===== config.mk =====
export PLATFORM = sky130hd
export DESIGN_NAME = pwm_co2_ppm_decoder_top
export DESIGN_NICKNAME = d
export VERILOG_FILES = /design/src/design/pcd_pkg.sv /design/src/design/pcd_div.sv /design/src/design/pwm_co2_ppm_decoder_top.sv
export SDC_FILE = /design/constraint.sdc
export NUM_CORES = 1
export LEC_CHECK = 0
export ABC_AREA = 1
export BUFFER_PORTS_ARGS = -buffer_cell sky130_fd_sc_hd__buf_2
export CORE_MARGIN = 2
export CORE_UTILIZATION = 35
export DETAILED_ROUTE_END_ITERATION = 6
export PLACE_DENSITY = 0.59
export SYNTH_ARGS = -nofsm -noshare
export SYNTH_HDL_FRONTEND = slang
export SYNTH_SLANG_ARGS = --single-unit
export TNS_END_PERCENT = 30

===== constraint.sdc =====
create_clock -name clk_i -period 12.8 [get_ports clk_i]
set_input_delay 3.2 -clock clk_i [delete_from_list [all_inputs] [get_ports clk_i]]
set_output_delay 3.2 -clock clk_i [all_outputs]
set_load 0.05 [all_outputs]

===== src/design/pcd_pkg.sv =====
// ---------------------------------------------------------------------------
// pcd_pkg: shared types and constants
// Widths, register indexes, reset values and the sequencer states of the
// PWM CO2 ppm decoder.
// ---------------------------------------------------------------------------
package pcd_pkg;

  localparam int CNT_W    = 21;
  localparam int FS_W     = 14;
  localparam int OFS_W    = 16;
  localparam int PWIN_W   = 21;
  localparam int PPM_W    = 14;
  localparam int PERIOD_W = 21;
  localparam int PROD_W   = FS_W + CNT_W;
  localparam int DCNT_W   = $clog2(PROD_W);
  localparam int CMP_W    = (CNT_W > PERIOD_W) ? CNT_W : PERIOD_W;
  localparam int CFG_W    = 21;
  localparam int IDX_W    = 3;

  localparam logic [IDX_W-1:0] REG_FULL_SCALE = 3'd0;
  localparam logic [IDX_W-1:0] REG_HIGH_OFS   = 3'd1;
  localparam logic [IDX_W-1:0] REG_PERIOD_OFS = 3'd2;
  localparam logic [IDX_W-1:0] REG_PERIOD_MIN = 3'd3;
  localparam logic [IDX_W-1:0] REG_PERIOD_MAX = 3'd4;

  localparam logic [FS_W-1:0]   RST_FULL_SCALE = 14'd5000;
  localparam logic [OFS_W-1:0]  RST_HIGH_OFS   = 16'd2000;
  localparam logic [OFS_W-1:0]  RST_PERIOD_OFS = 16'd4000;
  localparam logic [PWIN_W-1:0] RST_PERIOD_MIN = 21'd900000;
  localparam logic [PWIN_W-1:0] RST_PERIOD_MAX = 21'd1100000;

  localparam logic [PPM_W-1:0]    PPM_MAX    = '1;
  localparam logic [PERIOD_W-1:0] PERIOD_MAX = '1;

  typedef enum logic [2:0] {
    ST_IDLE,
    ST_CHECK,
    ST_PREP,
    ST_MUL,
    ST_DSTART,
    ST_DIV,
    ST_EMIT
  } state_e;

  typedef struct packed {
    logic             done;
    logic [PPM_W-1:0] quot;
  } div_stat_t;

endpackage


===== src/design/pcd_div.sv =====
// ---------------------------------------------------------------------------
// pcd_div: bit-serial restoring divider
// One quotient bit per cycle over the full dividend width; the quotient
// is saturated to the ppm range when done is reported.
// ---------------------------------------------------------------------------
module pcd_div (
  input  logic                       clk_i,
  input  logic                       rst_ni,
  input  logic                       start_i,
  input  logic [pcd_pkg::PROD_W-1:0] dividend_i,
  input  logic [pcd_pkg::CNT_W-1:0]  divisor_i,
  output pcd_pkg::div_stat_t         stat_o
);
  import pcd_pkg::*;

  logic              busy_q, busy_d;
  logic              done_q, done_d;
  logic [DCNT_W-1:0] cnt_q, cnt_d;
  logic [CNT_W-1:0]  rem_q, rem_d;
  logic [PROD_W-1:0] quo_q, quo_d;
  logic [CNT_W-1:0]  den_q, den_d;
  logic [CNT_W:0]    sh;
  logic [CNT_W+1:0]  trial;
  logic              ge;

  always_comb begin
    sh    = {rem_q, quo_q[PROD_W-1]};
    trial = {1'b0, sh} - {2'b00, den_q};
    ge    = ~trial[CNT_W+1];
    busy_d = busy_q;
    done_d = 1'b0;
    cnt_d  = cnt_q;
    rem_d  = rem_q;
    quo_d  = quo_q;
    den_d  = den_q;
    if (start_i) begin
      busy_d = 1'b1;
      cnt_d  = DCNT_W'(PROD_W - 1);
      rem_d  = '0;
      quo_d  = dividend_i;
      den_d  = divisor_i;
    end else if (busy_q) begin
      rem_d = ge ? trial[CNT_W-1:0] : sh[CNT_W-1:0];
      quo_d = {quo_q[PROD_W-2:0], ge};
      cnt_d = cnt_q - 1'b1;
      if (cnt_q == '0) begin
        busy_d = 1'b0;
        done_d = 1'b1;
      end
    end
  end

  always_ff @(posedge clk_i or negedge rst_ni) begin
    if (!rst_ni) begin
      busy_q <= 1'b0;
      done_q <= 1'b0;
      cnt_q  <= '0;
    end else begin
      busy_q <= busy_d;
      done_q <= done_d;
      cnt_q  <= cnt_d;
    end
  end

  always_ff @(posedge clk_i) begin
    rem_q <= rem_d;
    quo_q <= quo_d;
    den_q <= den_d;
  end

  assign stat_o.done = done_q;
  assign stat_o.quot = (|quo_q[PROD_W-1:PPM_W]) ? PPM_MAX : quo_q[PPM_W-1:0];

endmodule


===== src/design/pwm_co2_ppm_decoder_top.sv =====
// ---------------------------------------------------------------------------
// pwm_co2_ppm_decoder_top: PWM duty cycle to CO2 ppm decoder
// Times high phase and period of the sampled pin and turns the duty into
// a ppm reading through a single multiply step and a serial divider.
// ---------------------------------------------------------------------------
// Steps: a tick that closes no period is handled in ST_IDLE. A closing tick
// runs ST_CHECK and goes to ST_EMIT on an invalid period, else to ST_PREP;
// a trivial ratio goes to ST_EMIT, a division via ST_MUL, ST_DSTART, ST_DIV.
// Throughput: one transaction at a time; in_ready_o is high only when idle.
// Reset: asynchronous, active low; clears counters, flags and held ppm and
// loads the configuration defaults. No clearing pass.
module pwm_co2_ppm_decoder_top (
  input  logic                          clk_i,
  input  logic                          rst_ni,
  input  logic                          cfg_we_i,
  input  logic [pcd_pkg::IDX_W-1:0]     cfg_idx_i,
  input  logic [pcd_pkg::CFG_W-1:0]     cfg_wdata_i,
  input  logic                          in_valid_i,
  output logic                          in_ready_o,
  input  logic                          pin_level_i,
  output logic                          out_valid_o,
  input  logic                          out_ready_i,
  output logic [pcd_pkg::PPM_W-1:0]     ppm_o,
  output logic                          period_ok_o,
  output logic [pcd_pkg::PERIOD_W-1:0]  period_us_o,
  output logic                          have_reading_o
);
  import pcd_pkg::*;

  state_e state_q, state_d;

  logic [FS_W-1:0]   fs_q;
  logic [OFS_W-1:0]  hofs_q;
  logic [OFS_W-1:0]  pofs_q;
  logic [PWIN_W-1:0] pmin_q;
  logic [PWIN_W-1:0] pmax_q;

  logic              prev_q, prev_d;
  logic              seen_q, seen_d;
  logic              hdone_q, hdone_d;
  logic [CNT_W-1:0]  cnt_q, cnt_d;
  logic [CNT_W-1:0]  hw_q, hw_d;
  logic [PPM_W-1:0]  held_q, held_d;
  logic [CNT_W-1:0]  per_q, per_d;
  logic              ok_q, ok_d;
  logic [CNT_W-1:0]  num_q, num_d;
  logic [CNT_W-1:0]  den_q, den_d;
  logic [PROD_W-1:0] prod_q, prod_d;

  logic                out_valid_q, out_valid_d;
  logic [PPM_W-1:0]    out_ppm_q, out_ppm_d;
  logic                out_ok_q, out_ok_d;
  logic [PERIOD_W-1:0] out_per_q, out_per_d;
  logic                out_have_q, out_have_d;

  logic [CNT_W-1:0] cnt_inc;
  logic [CMP_W-1:0] per_ext;
  logic [CNT_W:0]   num_sub;
  logic [CNT_W:0]   den_sub;
  logic             div_start;
  div_stat_t        div_stat;

  pcd_div u_div (
    .clk_i      (clk_i),
    .rst_ni     (rst_ni),
    .start_i    (div_start),
    .dividend_i (prod_q),
    .divisor_i  (den_q),
    .stat_o     (div_stat)
  );

  always_ff @(posedge clk_i or negedge rst_ni) begin
    if (!rst_ni) begin
      fs_q   <= RST_FULL_SCALE;
      hofs_q <= RST_HIGH_OFS;
      pofs_q <= RST_PERIOD_OFS;
      pmin_q <= RST_PERIOD_MIN;
      pmax_q <= RST_PERIOD_MAX;
    end else if (cfg_we_i) begin
      unique case (cfg_idx_i)
        REG_FULL_SCALE: fs_q   <= cfg_wdata_i[FS_W-1:0];
        REG_HIGH_OFS:   hofs_q <= cfg_wdata_i[OFS_W-1:0];
        REG_PERIOD_OFS: pofs_q <= cfg_wdata_i[OFS_W-1:0];
        REG_PERIOD_MIN: pmin_q <= cfg_wdata_i[PWIN_W-1:0];
        REG_PERIOD_MAX: pmax_q <= cfg_wdata_i[PWIN_W-1:0];
        default: ;
      endcase
    end
  end

  assign in_ready_o = (state_q == ST_IDLE);

  always_comb begin
    cnt_inc = (&cnt_q) ? cnt_q : cnt_q + 1'b1;
    per_ext = CMP_W'(per_q);
    num_sub = {1'b0, hw_q} - {1'b0, CNT_W'(hofs_q)};
    den_sub = {1'b0, per_q} - {1'b0, CNT_W'(pofs_q)};

    state_d  = state_q;
    prev_d   = prev_q;
    seen_d   = seen_q;
    hdone_d  = hdone_q;
    cnt_d    = cnt_q;
    hw_d     = hw_q;
    held_d   = held_q;
    per_d    = per_q;
    ok_d     = ok_q;
    num_d    = num_q;
    den_d    = den_q;
    prod_d   = prod_q;
    div_start = 1'b0;

    out_valid_d = out_valid_q;
    out_ppm_d   = out_ppm_q;
    out_ok_d    = out_ok_q;
    out_per_d   = out_per_q;
    out_have_d  = out_have_q;
    if (out_valid_q && out_ready_i) begin
      out_valid_d = 1'b0;
    end

    unique case (state_q)
      ST_IDLE: begin
        if (in_valid_i) begin
          prev_d = pin_level_i;
          cnt_d  = cnt_inc;
          if (pin_level_i && !prev_q) begin
            seen_d = 1'b1;
            cnt_d  = '0;
            if (hdone_q) begin
              hdone_d = 1'b0;
              per_d   = cnt_inc;
              state_d = ST_CHECK;
            end
          end else if (!pin_level_i && prev_q && seen_q) begin
            hw_d    = cnt_inc;
            hdone_d = 1'b1;
          end
        end
      end
      ST_CHECK: begin
        ok_d    = (per_ext > CMP_W'(pmin_q)) && (per_ext < CMP_W'(pmax_q));
        state_d = ((per_ext > CMP_W'(pmin_q)) && (per_ext < CMP_W'(pmax_q)))
                  ? ST_PREP : ST_EMIT;
      end
      ST_PREP: begin
        num_d = num_sub[CNT_W-1:0];
        den_d = den_sub[CNT_W-1:0];
        if (num_sub[CNT_W] || (num_sub[CNT_W-1:0] == '0)) begin
          held_d  = '0;
          state_d = ST_EMIT;
        end else if (den_sub[CNT_W] || (den_sub[CNT_W-1:0] == '0)) begin
          held_d  = PPM_MAX;
          state_d = ST_EMIT;
        end else begin
          state_d = ST_MUL;
        end
      end
      ST_MUL: begin
        prod_d  = PROD_W'(fs_q) * PROD_W'(num_q);
        state_d = ST_DSTART;
      end
      ST_DSTART: begin
        div_start = 1'b1;
        state_d   = ST_DIV;
      end
      ST_DIV: begin
        if (div_stat.done) begin
          held_d  = div_stat.quot;
          state_d = ST_EMIT;
        end
      end
      ST_EMIT: begin
        if (!out_valid_q || out_ready_i) begin
          out_valid_d = 1'b1;
          out_ppm_d   = held_q;
          out_ok_d    = ok_q;
          out_per_d   = (per_ext > CMP_W'(PERIOD_MAX)) ? PERIOD_MAX
                                                       : per_ext[PERIOD_W-1:0];
          out_have_d  = (held_q != '0);
          state_d     = ST_IDLE;
        end
      end
      default: state_d = ST_IDLE;
    endcase
  end

  always_ff @(posedge clk_i or negedge rst_ni) begin
    if (!rst_ni) begin
      state_q     <= ST_IDLE;
      prev_q      <= 1'b0;
      seen_q      <= 1'b0;
      hdone_q     <= 1'b0;
      cnt_q       <= '0;
      hw_q        <= '0;
      held_q      <= '0;
      out_valid_q <= 1'b0;
    end else begin
      state_q     <= state_d;
      prev_q      <= prev_d;
      seen_q      <= seen_d;
      hdone_q     <= hdone_d;
      cnt_q       <= cnt_d;
      hw_q        <= hw_d;
      held_q      <= held_d;
      out_valid_q <= out_valid_d;
    end
  end

  always_ff @(posedge clk_i) begin
    per_q      <= per_d;
    ok_q       <= ok_d;
    num_q      <= num_d;
    den_q      <= den_d;
    prod_q     <= prod_d;
    out_ppm_q  <= out_ppm_d;
    out_ok_q   <= out_ok_d;
    out_per_q  <= out_per_d;
    out_have_q <= out_have_d;
  end

  assign out_valid_o    = out_valid_q;
  assign ppm_o          = out_ppm_q;
  assign period_ok_o    = out_ok_q;
  assign period_us_o    = out_per_q;
  assign have_reading_o = out_have_q;

endmodule

==> run_results.csv, run 1 <==
group,metric,value,unit
run_status,status,"complete, no violations",
floorplan,initial_utilization,35.4,%
critical_path,reg2regPathDepth,21,
clock_network,clock_latency,0.59,ns
critical_path,rr_endpoint,"prod_q[25]",
cells_and_area,multiInputGateArea,15100,um^2
synthesis,synth_edf_count,192,
clock_network,cts-buffers-inserted,43,
global_routing,overflow,0,
cells_and_area,fin_nets,3889,
timing,maxSlewHeadroom,17.0,%
timing,worst_pin_slew,1.24,ns
timing,period_minus_slack,6.52,ns
placed_design,place_hpwl,51700,um
cells_and_area,drive_above_1_share,6.31,%
synthesis,synthSimpleGateAreaFrac,18.6,%
timing,maxSlewViolCount,0,
detailed_routing,detail_route.wl_per_cell,14.7,um
flow_run,cap_violations,0,
synthesis,ys_seq_elements,372,
clock_network,hold_buffers,0,
placed_design,gp_congestion,0.868,
detailed_routing,dr.pass1.iters,5,
synthesis,synth_cell_type_count,48,
synthesis,syn_area_per_cell,8.32,um^2
detailed_routing,drt-total-wl,66800,um
cells_and_area,syn_to_final_growth,10.1,%
global_routing,grt_pass1_vias,21313,
synthesis,synthFlopType,"edfxtp_1",
timing,fin_skew,0.0341,ns
timing,rsz0062_at_grt,"no",
floorplan,core,80500,um^2
timing,setup_viol,0,
critical_path,critPathMaxFanout,22,
detailed_routing,viasPerCell,4.64,
synthesis,synth_top_family_by_area,"adder cells",
critical_path,end_kind,"flop",
hold_path,min_path_type,"flop to flop",
floorplan,die_w,289,um
timing,tns,0,ns
critical_path,rrSetupSlack,6.28,ns
critical_path,worstPathRequired,13.10,ns
cells_and_area,ff_latch_area,10200,um^2
synthesis,synth_area,28500,um^2
detailed_routing,drc,0,
synthesis,ys_seq_area_share,35.8,%
detailed_routing,ant_nets,0,
synthesis,ys_warn_count,0,
detailed_routing,drt_iter0_markers,1366,
synthesis,synthMuxAreaShare,0,%
cells_and_area,fillers,8092,
clock_network,clk_path_buf_depth,3,
critical_path,arrival,6.82,ns
synthesis,synth_top_area_share,20.2,%
hold_path,worst_hold_path.num_cells,0,
synthesis,postSynth.asyncResetShare,42.7,%
placed_design,port_buffers,68,
critical_path,critPathLaunch,"fs_q[6]",
synthesis,synth_common_cells,"nand2_1, inv_1, fa_1, o21ai_0, ha_1",
global_routing,grt_usage,16.6,%
clock_network,cts-resized-gates,0,
synthesis,syn_inst,3428,
synthesis,yosysMostFrequentCell,"nand2_1",
critical_path,r2r_start,"fs_q[6]",
floorplan,die-area,83800,um^2
timing,finalHoldViolCount,0,
timing,fin_crit_sh,50.9,%
clock_network,clock-sinks,372,
clock_network,cts-root-buf,"clkbuf_16",
timing,fmax,0.153,GHz
synthesis,syn_nets,3882,
detailed_routing,dr_total_vias,21008,
hold_path,min_to,"u_div.den_q[19]",
global_routing,grt_max_degree,100,
floorplan,die_height,289,um
global_routing,grt_pass1_wl,111000,um
hold_path,min_from,"den_q[19]",
synthesis,synth_top_area_cell,"edfxtp_1",
floorplan,ios,69,
floorplan,rows,104,
synthesis,synth-compound-area-share,7.24,%
critical_path,worstSetupStartpointType,"flop",
clock_network,clk_pin_slew,0.06,ns
clock_network,cts_setup_buffers,0,
synthesis,synth_xor_area_share,2.37,%
critical_path,setup.worst_path.class,"flop to flop",
clock_network,cts_tree,"built",
synthesis,synth_adder_area_share,24.6,%
global_routing,antenna_found_initial,3,
clock_network,htreeDepth,2,
synthesis,yosys-top-cells-area,"edfxtp_1, fa_1, nand2_1, dfrtp_1, inv_1",
==> registers in the layout (all words and copies together), names as in the netlist, 3 cells and up <==
signal       flops
per_ext         21
state_q          3
pofs_q          16
u_div.den_q     21
fs_q            14
pmin_q          21
hw_q            21
num_q           21
ppm_o           14
u_div.cnt_q      6
hofs_q          16
u_div.quo_q     35
prod_q          35
cnt_q           21
held_q          14
period_us_o     21
den_q           21
u_div.rem_q     21
pmax_q          21
==> logic make-up (layout without fill, tap and decap cells) <==
| family | count (synthesis) | count (layout) |
|---|---|---|
| flops | 372 | 372 |
| compound gates | 382 | 382 |
| xor+xnor | 77 | 77 |
| other cells | 0 | 1 |
| simple gates | 1311 | 1311 |
| buf+inv | 862 | 904 |
| fa+ha+maj | 424 | 424 |
==> layout make-up <==
| class | count | area share [%] |
|---|---|---|
| clock buffer | 51 | 3.65 |
| sequential | 372 | 32.5 |
| antenna | 1 | 0.00797 |
| inverter | 747 | 8.94 |
| timing repair buffer | 77 | 1.32 |
| tap | 1060 | 4.23 |
| multi-input combinational | 2194 | 48.1 |
| clock inverter | 29 | 1.25 |
==> cell usage in the layout, fill, tap and decap left out, types with 5 or more instances in the layout <==
cell type,count
a211oi_1,5
a21boi_0,8
a21o_1,8
a21oi_1,107
a31oi_1,15
buf_2,67
buf_4,9
bufinv_16,8
clkbuf_16,43
clkinv_1,9
dfrtp_1,124
dfstp_2,35
dfxtp_1,21
edfxtp_1,192
fa_1,228
ha_1,196
inv_1,737
inv_2,9
nand2_1,1000
nand2_2,5
nand3_1,84
nand3_2,6
nand3b_1,13
nand4_1,26
nor2_1,120
nor2_2,10
nor3_1,27
nor4_1,11
o211ai_1,7
o21a_1,6
o21ai_0,206
o21bai_1,5
xnor2_1,28
xor2_1,49
==> critical path, stage by stage (launching register included) <==
cell	delay [ns]
dfrtp_1	0.95
nand2_1	0.19
fa_1	0.58
fa_1	0.44
fa_1	0.49
inv_1	0.06
fa_1	0.50
fa_1	0.54
inv_1	0.05
fa_1	0.52
inv_1	0.04
ha_1	0.37
a21oi_1	0.16
inv_1	0.06
a31oi_1	0.13
a21boi_0	0.38
inv_1	0.08
nand2_1	0.06
nand2_1	0.07
a21boi_1	0.28
o21ai_0	0.15
xor2_1	0.15
==> stage by stage <==
| step | setup slack (ns) | area, um^2 | hold WS [ns] | instances | utilization (%) |
|---|---|---|---|---|---|
| finish | 6.28 | 31400 | 0.419 | 4531 | 39.0 |
| global route | 5.89 | 31400 | 0.425 | 4530 | 39.0 |
| CTS | 6.29 | 31400 | 0.422 | 4530 | 39.0 |
| detailed placement | 6.32 | 29800 | 0.408 | 4450 | 37.0 |
| global placement | 6.41 | 29800 | 0.403 | 4450 | 37.0 |
| floorplan | 6.83 | 28500 | 0.400 | 3428 | - |
==> worst max-delay path by stage <==
stage / to / slack (ns) / cells after the start
finish: prod_q[25] / 6.28 / 21
global route: prod_q[25] / 5.89 / 21
CTS: prod_q[25] / 6.29 / 21
detailed placement: prod_q[25] / 6.32 / 21
global placement: prod_q[25] / 6.41 / 21
floorplan: prod_q[26] / 6.83 / 22
==> routing by layer <==
| metal | global-route usage [%] | vias to the layer above | share of wire, % |
|---|---|---|---|
| li1 | - | 10592 | - |
| met1 | 23.5 | 9878 | 48 |
| met2 | 26.8 | 442 | 45 |
| met3 | 2.07 | 96 | 5.0 |
| met4 | 4.47 | 0 | 2.4 |
| met5 | 0 | - | 0 |
Power of run 1 is not shown: default switching activity piles up to over one toggle a cycle in this logic, so the estimate is an artifact.
==> inputs of run 2 (changes only) <==
- ABC_AREA: 1 -> 0
- PLACE_DENSITY: 0.59 -> 0.6
- clock period: 12.8 -> 5.3 ns (I/O delays scaled with it)
==> run_results.csv, run 2 <==
group,metric,value,unit
run_status,status,"complete, but fails checks",
run_status,violations,"negative setup slack",
cells_and_area,final_cell_mix,"nand2_1, inv_1, fa_1",
critical_path,setup.worst_path.class,"flop to flop",
clock_network,htreeDepth,2,
clock_network,cts-buffers-inserted,43,
cells_and_area,syn_to_final_growth,15.6,%
synthesis,synth_edf_count,192,
hold_path,min_path_type,"flop to flop",
detailed_routing,drt_iter0_markers,1262,
clock_network,clock-sinks,372,
synthesis,synthFlopType,"edfxtp_1",
placed_design,place_ws,-0.971,ns
detailed_routing,detail_route.wl_per_cell,15.9,um
synthesis,yosys-top-cells-area,"edfxtp_1, fa_1, dfrtp_1, ha_1, nand2_1",
clock_network,clk_path_buf_depth,3,
cells_and_area,mostFrequentLayoutCell,"nand2_1",
clock_network,cts_tree,"built",
cells_and_area,fin_nets,3471,
cells_and_area,ff_latch_area,10200,um^2
critical_path,worstPathRequired,5.61,ns
timing,period_minus_slack,6.10,ns
synthesis,synth_cell_type_count,98,
clock_network,clk_pin_slew,0.06,ns
floorplan,rows,104,
floorplan,die_w,288,um
critical_path,worstSetupStartpointType,"flop",
timing,finalHoldViolCount,0,
detailed_routing,viasPerCell,4.88,
detailed_routing,dr_total_vias,20057,
synthesis,ys_warn_count,0,
clock_network,clock_latency,0.61,ns
global_routing,antenna_found_initial,2,
floorplan,die_height,288,um
cells_and_area,multiInputGateArea,16400,um^2
floorplan,core,80300,um^2
timing,fin_crit_sh,115,%
placed_design,place_hpwl,50800,um
timing,maxSlewViolCount,0,
global_routing,grt_pass1_wl,108000,um
synthesis,ys_seq_area_share,36.1,%
global_routing,grt_max_degree,88,
clock_network,cts-root-buf,"clkbuf_16",
cells_and_area,reg_top3,"prod_q x35, u_div.quo_q x35",
cells_and_area,drive_above_1_share,17.8,%
synthesis,synth_common_cells,"nand2_1, inv_1, fa_1, ha_1, edfxtp_1",
detailed_routing,ant_nets,0,
synthesis,synth_area,28300,um^2
timing,holdWs,0.413,ns
global_routing,overflow,0,
flow_run,cap_violations,0,
timing,fin_skew,0.0550,ns
detailed_routing,drt-total-wl,65500,um
critical_path,critPathMaxFanout,7,
floorplan,die-area,83000,um^2
critical_path,arrival,6.40,ns
synthesis,syn_nets,3320,
detailed_routing,dr.pass1.iters,5,
global_routing,grt_usage,16.1,%
timing,rsz0062_at_grt,"yes",
synthesis,synth_top_area_cell,"edfxtp_1",
synthesis,postSynth.asyncResetShare,42.7,%
timing,worst_pin_slew,1.13,ns
timing,setup_viol,22,
global_routing,grt_pass1_vias,20089,
detailed_routing,drc,0,
synthesis,ys_seq_elements,372,
floorplan,ios,69,
timing,fmax,0.164,GHz
synthesis,yosysMostFrequentCell,"nand2_1",
floorplan,initial_utilization,35.2,%
synthesis,syn_area_per_cell,9.86,um^2
synthesis,synth_top_area_share,20.4,%
placed_design,port_buffers,68,
synthesis,syn_inst,2866,
timing,maxSlewHeadroom,24.4,%
timing,fin_ws,-0.797,ns
cells_and_area,fillers,7749,
placed_design,gp_congestion,0.833,
critical_path,end_kind,"flop",
[run 2: cell types whose count changed after synthesis, sizes merged, moves of 27 or more]
cell / previous run / this run
nand2b: 0 / 27
nor2: 132 / 102
o21ai: 208 / 164
nand2: 1007 / 417
a21o: 8 / 36
and3: 0 / 31
inv: 746 / 373
nand3: 90 / 37
and2: 0 / 151
mux2: 0 / 59
[run 2: repair_timing]
item | CTS | global route
pin swaps | 28 | 30
endpoints found under the setup margin | 23 | 23
buffers inserted | 13 | 10
resized for setup | 39 | 42
hold buffers | 0 | 0
[run 2: path summary, 6_finish.rpt]
| path | from | end | slack [ns] | cells past startpoint |
|---|---|---|---|---|
| worst max-delay path | fs_q[8] | prod_q[34] | -0.80 | 22 |
| worst min-delay path | den_q[11] | u_div.den_q[11] | 0.41 | 0 |
| worst max register to register | fs_q[8] | prod_q[34] | -0.80 | 22 |
| worst min register to register | den_q[11] | u_div.den_q[11] | 0.41 | 0 |
| max in group asynchronous | rst_ni | fs_q[7] | 3.62 | 2 |
| min in group asynchronous | rst_ni | pmin_q[17] | 0.79 | 1 |
[run 2: cells by family (layout without fill, tap and decap cells)]
family                   count (synthesis)  after routing  share of synthesized area [%]
buffers and inverters                  520            705                           7.12
flip-flops                             372            372                           36.1
adder cells (fa/ha/maj)                424            424                           24.8
AO/OA/AOI/OAI                          478            478                           10.8
multiplexers                            73             73                           2.85
XOR/XNOR                                86             86                           2.67
other                                    0              2                              0
AND/OR/NAND/NOR                        913            913                           15.7
[run 2: per-layer routing]
layer	track usage (%)	part of all wire [%]
met5	0	0
met2	26.6	47
met1	22.2	47
met3	1.97	3.7
met4	4.95	2.6
[run 2: critical path: stages (launching register included)]
cell and delay (ns):
dfstp_2 0.43, buf_6 0.16, and2_4 0.16, fa_1 0.54, inv_2 0.04, fa_1 0.55
inv_1 0.06, fa_1 0.52, fa_2 0.45, fa_1 0.48, inv_1 0.05, fa_1 0.49
inv_2 0.05, ha_4 0.15, or4_4 0.52, a21oi_2 0.12, o31ai_2 0.08, a31o_4 0.24
o21ai_2 0.14, nor3_1 0.06, a2111o_1 0.29, a21oi_2 0.14, xnor2_1 0.08
[run 2: cell type report]
| type | count | share of cell area (%) |
|---|---|---|
| multi-input combinational | 1974 | 50.3 |
| sequential | 372 | 31.3 |
| timing repair buffer | 252 | 5.72 |
| inverter | 374 | 4.30 |
| tap | 1060 | 4.06 |
| clock buffer | 53 | 3.41 |
| clock inverter | 26 | 0.896 |
| antenna | 2 | 0.0153 |
[run 2: stage by stage]
step / instance area, um^2 / TNS (ns) / utilization [%] / std cells
detailed placement: 30800 / -11.67 / 38.4 / 4009
global route: 32700 / -15.08 / 40.7 / 4113
CTS: 32400 / -9.68 / 40.4 / 4101
global placement: 30800 / -10.56 / 38.4 / 4009
finish: 32700 / -10.22 / 40.7 / 4113
floorplan: 28600 / -3.87 / - / 2866
Power of run 2 is left out for the same reason.
